## config.mk

```make
export PLATFORM = sky130hd
export DESIGN_NAME = mst_ctrl
export DESIGN_NICKNAME = d
export VERILOG_FILES = /design/src/sv/mst_pkg.sv /design/src/sv/mst_ctrl.sv
export SDC_FILE = /design/constraint.sdc
export NUM_CORES = 1
export LEC_CHECK = 0
export BUFFER_PORTS_ARGS = -buffer_cell sky130_fd_sc_hd__buf_2
export CELL_PAD_IN_SITES_DETAIL_PLACEMENT = 1
export CELL_PAD_IN_SITES_GLOBAL_PLACEMENT = 1
export CORE_AREA = 2 2 39 41
export DETAILED_ROUTE_END_ITERATION = 6
export DIE_AREA = 0 0 41 43
export PLACE_DENSITY_LB_ADDON = 0.1
export SETUP_SLACK_MARGIN = 0.2
export SYNTH_ARGS = -nofsm -noshare
export SYNTH_HDL_FRONTEND = slang
export SYNTH_SLANG_ARGS = --single-unit
```

## constraint.sdc

```tcl
create_clock -name clk -period 1.4 [get_ports clk]
set_input_delay 0.07 -clock clk [delete_from_list [all_inputs] [get_ports clk]]
set_output_delay 0.07 -clock clk [all_outputs]
set_load 0.05 [all_outputs]
```

## src/sv/mst_pkg.sv

```systemverilog
// Shared types and codes for the minimum spanning tree engine.
package mst_pkg;

	localparam logic [0:0] REQ_ADD = 1'b0;
	localparam logic [0:0] REQ_RUN = 1'b1;

	localparam logic [1:0] KIND_ACK  = 2'd0;
	localparam logic [1:0] KIND_EDGE = 2'd1;
	localparam logic [1:0] KIND_SUM  = 2'd2;

	localparam logic [1:0] ST_ADDED = 2'd0;
	localparam logic [1:0] ST_DUP   = 2'd1;
	localparam logic [1:0] ST_RANGE = 2'd2;

	localparam logic [0:0] CFG_VCOUNT   = 1'b0;
	localparam logic [0:0] CFG_WEIGHTED = 1'b1;

	localparam int COST_BITS = 20;

	typedef enum logic [2:0] {
		S_IDLE,
		S_ADD,
		S_SCAN,
		S_WAIT,
		S_PICK,
		S_SUM
	} state_t;

	// Controller to datapath commands.
	typedef struct packed {
		logic add_eval;    // check and store the captured edge, emit ack
		logic run_init;    // start a run: tree = {0}, cost = 0
		logic scan_clear;  // clear best candidate before a scan
		logic scan_step;   // examine the current (t, v) pair
		logic scan_flush;  // wait state while the last weight read folds into the best
		logic pick;        // join best vertex, emit tree edge
		logic summary;     // emit run summary
	} mst_cmd_t;

	// Datapath to controller status.
	typedef struct packed {
		logic scan_done;   // pair counter at its last pair
		logic found;       // a crossing edge was found
		logic all_in;      // every live vertex is in the tree
	} mst_stat_t;

endpackage

```

## src/sv/mst_ctrl.sv

```systemverilog
// Controller state machine for edge loading and the Prim run.
module mst_ctrl (
	input  logic                clk,
	input  logic                arst_n,
	input  logic                start,
	input  logic                req_type,
	input  mst_pkg::mst_stat_t  stat,
	output logic                busy,
	output mst_pkg::mst_cmd_t   cmd
);

	mst_pkg::state_t state_q, state_d;

	// State register
	always_ff @(posedge clk or negedge arst_n) begin
		if (!arst_n) state_q <= mst_pkg::S_IDLE;
		else state_q <= state_d;
	end

	// Next state and commands
	always_comb begin
		state_d = state_q;
		cmd = '0;
		busy = 1'b1;
		unique case (state_q)
			mst_pkg::S_IDLE: begin
				busy = 1'b0;
				if (start) begin
					if (req_type == mst_pkg::REQ_RUN) begin
						cmd.run_init = 1'b1;
						cmd.scan_clear = 1'b1;
						state_d = mst_pkg::S_SCAN;
					end else begin
						state_d = mst_pkg::S_ADD;
					end
				end
			end
			mst_pkg::S_ADD: begin
				cmd.add_eval = 1'b1;
				state_d = mst_pkg::S_IDLE;
			end
			mst_pkg::S_SCAN: begin
				if (stat.all_in) begin
					state_d = mst_pkg::S_SUM;
				end else begin
					cmd.scan_step = 1'b1;
					if (stat.scan_done) state_d = mst_pkg::S_WAIT;
				end
			end
			mst_pkg::S_WAIT: begin
				cmd.scan_flush = 1'b1;
				state_d = mst_pkg::S_PICK;
			end
			mst_pkg::S_PICK: begin
				if (stat.found) begin
					cmd.pick = 1'b1;
					cmd.scan_clear = 1'b1;
					state_d = mst_pkg::S_SCAN;
				end else begin
					state_d = mst_pkg::S_SUM;
				end
			end
			mst_pkg::S_SUM: begin
				cmd.summary = 1'b1;
				state_d = mst_pkg::S_IDLE;
			end
			default: state_d = mst_pkg::S_IDLE;
		endcase
	end

	// Checks
	a_sum_leaves: assert property (@(posedge clk) disable iff (!arst_n)
		state_q == mst_pkg::S_SUM |=> state_q == mst_pkg::S_IDLE)
		else $error("summary did not return to idle");
	a_add_one: assert property (@(posedge clk) disable iff (!arst_n)
		state_q == mst_pkg::S_ADD |=> !busy)
		else $error("add took more than one cycle");
	a_onecmd: assert property (@(posedge clk) disable iff (!arst_n)
		$onehot0({cmd.add_eval, cmd.pick, cmd.summary, cmd.scan_flush}))
		else $error("conflicting commands");

endmodule

```

==> run metrics, run 1 <==
status=finished with violations; failing checks=setup timing; Max Fclk=0.679 GHz; Post-DP HPWL=634 um; Area Overhead vs Synth=112%; DR pass1 iterations=2; Ys Warns=0; FP Rows=14; Port Buffers=14; WHS=118 ps; vias in the first global route=348; Slew HR=0.814; post-synthesis cell area=277 um^2; max-slew violations=0; drt drc=0; worst setup margin=-72.3 ps; final worst path period share=1.05; Worst-Skew Late Latency=240 ps; Synth cell types=20; Setup CP Type=reg2out; Num CTS Buffers=3; post-synthesis cell count=28; largest net degree at the start of global routing=9; CORE AREA=1380 um^2; EDFF count, synth=0; top cells by area, synth=dfrtp_1 (27%), buf_6 (12%), nor4bb_2 (5.9%); Tmin final=1470 ps; Post-layout nets=62; num ports=15; Largest register FFs=3; CP cell instances=nor4b_4 > and2_4 > or2_4 > buf_8; post-DR wirelength/cell=13.1 um; biggest regs=state_q (3); Antenna diodes=0; final setup vio count=5; WHS Endpoint=state_q[0]; most frequent cell after synthesis=nor2_1; DIE WIDTH=41 um; hold path cells=3; crit start category=flop; Hold Crit Start=stat[2]; GR Util All Layers=0.132; peak supply drop=959 uV; most instantiated cells after synthesis=nor2_1 (4), buf_6 (3), dfrtp_1 (3), o31ai_1 (2); syn_area_per_cell=9.88 um^2; Seq cells post-synth=3; Critical Path AT=1400 ps; worst r2r src=state_q[1]; routed vias/inst=4.43; worst clock skew=7.33 ps; Worst R2R Setup Slack=90 ps; initial DRC count=1; Top FF cell, synth=dfrtp_1; post-synth top area share=0.271; final wirelength=916 um; Routed Antenna Nets=0; antenna violations before repair=0; Clock Root Buffer=clkbuf_4; crit path max fanout=4; Crit path required time=1330 ps; CTS tree=built; Seq/Total Area, Yosys=0.271; Die Y-Extent=43 um; max incr delay on CP=450 ps; Max Cap Viol=0; Pwr Total=0.00140 W; Hold Path Class=in2reg; layout cells sized above 1=0.796; Leak=0.256 nW; Worst Setup End Kind=primary output; Syn Nets=35; leading area contributor after synthesis=dfrtp_1; Reg-to-Reg End=state_q[2]; setup repair after global routing missed its margin=true; via count=310; Clk pin slew, worst setup/hold paths=40 ps; Finished Cell Area=586 um^2; Placed Area=399 um^2; total gr overflow=0; Initial Util=0.200; first-pass GRT wire length=1.50 mm; Hold Violations, Final=0; critical path's slowest cell=dfrtp_2; die area=1760 um^2; Clock Sinks=3; routability congestion estimate=0.680; H-tree Lvls=1; ys async rst share=1.00; fin util=0.423; Tightest Pin Transition=278 ps; worst r2r path cells=3; Most flops, register=state_q; PwrDens=2400 nW/um^2; Clock Path Buffers=2
[how the worst max path moves through the flow]
stage                     from  endpoint  slack [ps]
floorplan           state_q[1]    cmd[4]        -240
global placement    state_q[2]    cmd[4]          70
detailed placement  state_q[2]    cmd[4]          30
CTS                 state_q[0]    cmd[4]         -90
global route        state_q[1]    cmd[4]        -110
finish              state_q[1]    cmd[4]         -70
[layout by cell type (no fill, tap or decap), drive strengths merged]
cell         netlist  layout
buf                3      24
nor2               4       4
clkbuf             0       4
dfrtp              3       3
nor3               2       2
o31ai              2       2
o21ai              2       2
inv                1       1
or2b               1       1
nor4bb             1       1
or3                1       1
nor4b              1       1
and2               1       1
or2                1       1
nor3b              1       1
o31a               1       1
or4b               1       1
nor2b              1       1
a211oi             1       1
dlygate4sd3        0       1
[cell families after synthesis]
group / after synthesis / share of synthesized area
flip-flops: 3 / 0.271
buffers and inverters: 4 / 0.136
AO/OA/AOI/OAI: 6 / 0.163
AND/OR/NAND/NOR: 15 / 0.430
[repair_timing]
| item | CTS | global route |
|---|---|---|
| setup buffers | 2 | 4 |
| setup endpoints to repair | 10 | 11 |
| hold buffers | 1 | 0 |
| pin swaps | 4 | 5 |
| cloned | 0 | 0 |
| gates resized for setup | 20 | 11 |
| hold endpoints to repair | 3 | 0 |
[metrics by stage]
stage	TNS, ps	setup WS, ps	std cells
2_1_floorplan	-353	-236	28
3_3_place_gp	0	66.8	59
3_5_place_dp	0	32.4	59
4_1_cts	-279	-86.1	66
5_1_grt	-438	-114	70
6_report	-195	-72.3	70
[worst max-delay path: cells and delay by family (launching register included)]
family                 cells  cell delay (ps)
flip-flops                 1              450
buffers and inverters      1              130
AND/OR/NAND/NOR            3              590
[per-layer routing]
layer / vias up / track usage / wire, um
met5: - / 0 / 0
met4: 0 / 0.0800 / 27
met3: 2 / 0.0366 / 38
met2: 11 / 0.219 / 525
met1: 145 / 0.136 / 325
li1: 152 / - / -
[report_power, final]
group / internal, W / leakage (nW) / switching (W)
logic: 0.000509 / 0.206 / 0.000536
clock network: 0.000107 / 0.0150 / 0.0000534
registers: 0.000127 / 0.0353 / 0.0000714
total: 0.000743 / 0.256 / 0.000661
[area by class of cell]
type,instances,area (um^2)
fillers,159,798
multi-input cells,21,228
repair buffers,25,221
flip-flops and latches,3,78.8
clock buffers,4,26.3
well taps,16,20.0
inverters,1,11.3
No activity file was read; power rests on OpenSTA's default activity.
==> run 2, diff against run 1 <==
- PLACE_DENSITY_LB_ADDON: 0.1 -> 0.12
==> run 2 against run 1 <==
Net effect:
- the flow still finishes with violations (setup timing)
- final cell count up 2.9%
- critical path depth unchanged
- die area unchanged
- first-iteration DRC count rose to 3.0 times the previous value
- sequential share of layout area is 0.057 points lower
- global-route usage is 0.99 points lower
- clock-buffer cell count unchanged
- final area increased by 0.43%
- routed wire length down 6.0%
- core utilization is 0.18 points higher
- power is 3.6% lower
==> run metrics, run 2 (synthesized netlist as in run 1, its figures left out) <==
final worst path period share=1.05 (about the same); vias in the first global route=331 (-4.9%); Largest register FFs=3 (unchanged); Post-layout nets=64 (+3.2%); layout cells sized above 1=0.786 (-0.0106); Clk pin slew, worst setup/hold paths=40 ps (about the same); initial DRC count=3 (+2); peak supply drop=676 uV (-30%); DIE WIDTH=41 um (unchanged); Critical Path AT=1400 ps (about the same); H-tree Lvls=1 (unchanged); crit path max fanout=3 (-1); critical path's slowest cell=dfrtp_2; register area=78.8 um^2 (unchanged); CP cell instances=nor4b_4 > and2_4 > or2_4 > buf_8; Filler cells=161 (+1.3%); Initial Util=0.200 (unchanged); Max Fclk=0.680 GHz (about the same); DR pass1 iterations=2 (unchanged); Setup CP Type=reg2out; Leak=0.263 nW (+2.7%); PwrDens=2300 nW/um^2 (-4.0%); worst clock skew=0.0870 ps (-7.25 ps); failing checks=setup timing; Crit path required time=1330 ps (about the same); Post-DP HPWL=639 um (+0.92%); Worst-Skew Late Latency=230 ps (about the same); Most flops, register=state_q; Area Overhead vs Synth=113%; fin util=0.425 (+0.00181); post-route setup TNS=-152 ps (+42.9 ps); Slew HR=0.818 (+0.00353); Clock Path Buffers=2 (unchanged); pre-CTS setup slack=18.7 ps (-13.7 ps); post-DR wirelength/cell=12.0 um (-8.6%); GR Util All Layers=0.122 (-0.00995); final setup vio count=4 (-1); CORE AREA=1380 um^2 (unchanged); Hold Violations, Final=0 (unchanged); total gr overflow=0 (unchanged); crit start category=flop; drt drc=0 (unchanged); die area=1760 um^2 (unchanged); largest net degree at the start of global routing=8 (-1); Tmin final=1470 ps (-0.722 ps); Hold Path Class=in2reg; num ports=15 (unchanged); Port Buffers=14 (unchanged); most frequent cells in the layout=buf_6 (10), buf_4 (7), buf_2 (6); Num CTS Buffers=3 (unchanged); Clock Root Buffer=clkbuf_4; footprint of the multi-input gates=216 um^2 (-4.9%); biggest regs=state_q (3); routability congestion estimate=0.720 (+5.8%); Clock Sinks=3 (unchanged); status=finished with violations; worst setup margin=-71.5 ps (+0.722 ps); max incr delay on CP=440 ps (about the same); Die Y-Extent=43 um (unchanged); Antenna diodes=0 (unchanged); FP Rows=14 (unchanged); CTS tree=built; max-slew violations=0 (unchanged); Tightest Pin Transition=273 ps (-5.29 ps); routed vias/inst=4.36 (-1.5%); final wirelength=861 um (-6.0%); Routed Antenna Nets=0 (unchanged); Max Cap Viol=0 (unchanged); Pwr Total=0.00135 W (-3.6%); setup repair after global routing missed its margin=true; first-pass GRT wire length=1.41 mm (-6.0%); Worst Setup End Kind=primary output; commonest non-fill, non-tap cell in the layout=buf_6; via count=314 (+1.3%); antenna violations before repair=0 (unchanged)
## run 2: cell types whose count changed in the layout (fill, tap and decap cells not counted), sizes merged
cell,change
buf,+1
clkbuf,+1
## run 2: routing by layer
layer,track usage,share of wire,vias up
met2,0.188,0.58,7
met5,0,0,-
met1,0.147,0.39,152
met3,0.0209,0.030,0
met4,0.0800,0,0
li1,-,-,155
## run 2: what timing repair did
item,4_1_cts,5_1_grt
hold buffers,1,0
resized for setup,22,6
buffers inserted,6,1
endpoints found under the hold margin,3,0
pin swaps,4,1
setup endpoints to repair,10,11
## run 2: worst paths after layout
| kind | start | to | slack, ps | cells past startpoint |
|---|---|---|---|---|
| hold / removal | stat[2] | state_q[0] | 130 | 3 |
| hold reg to reg | state_q[0] | state_q[0] | 710 | 2 |
| max in group asynchronous | arst_n | state_q[1] | 1120 | 2 |
| setup reg to reg | state_q[1] | state_q[2] | 90 | 4 |
| min in group asynchronous | arst_n | state_q[0] | 170 | 2 |
| setup / recovery | state_q[0] | cmd[4] | -70 | 4 |
## run 2: worst max-delay path: cells and delay by family (launching register included)
kind | cells | cell delay, ps
buf+inv | 1 | 130
simple gates | 3 | 600
flops | 1 | 440
## run 2: stage by stage
stage | cell area (um^2) | instances | hold WS [ps]
final | 588 | 72 | 131
after global routing | 588 | 72 | 134
after detailed placement | 407 | 60 | -133
after global placement | 407 | 60 | -135
after floorplan | 313 | 28 | -226
after CTS | 559 | 71 | 126
## run 2: final cells by class
type | instances | share of cell area
clock buffer | 4 | 0.0447
sequential | 3 | 0.134
multi-input combinational | 21 | 0.368
tap | 16 | 0.0340
inverter | 1 | 0.00638
timing repair buffer | 27 | 0.413
## run 2: where the power goes
part / switching, W / total [W] / internal [W]
clock: 0.0000413 / 0.000148 / 0.000107
sequential: 0.0000697 / 0.000197 / 0.000127
combinational: 0.000515 / 0.00101 / 0.000494
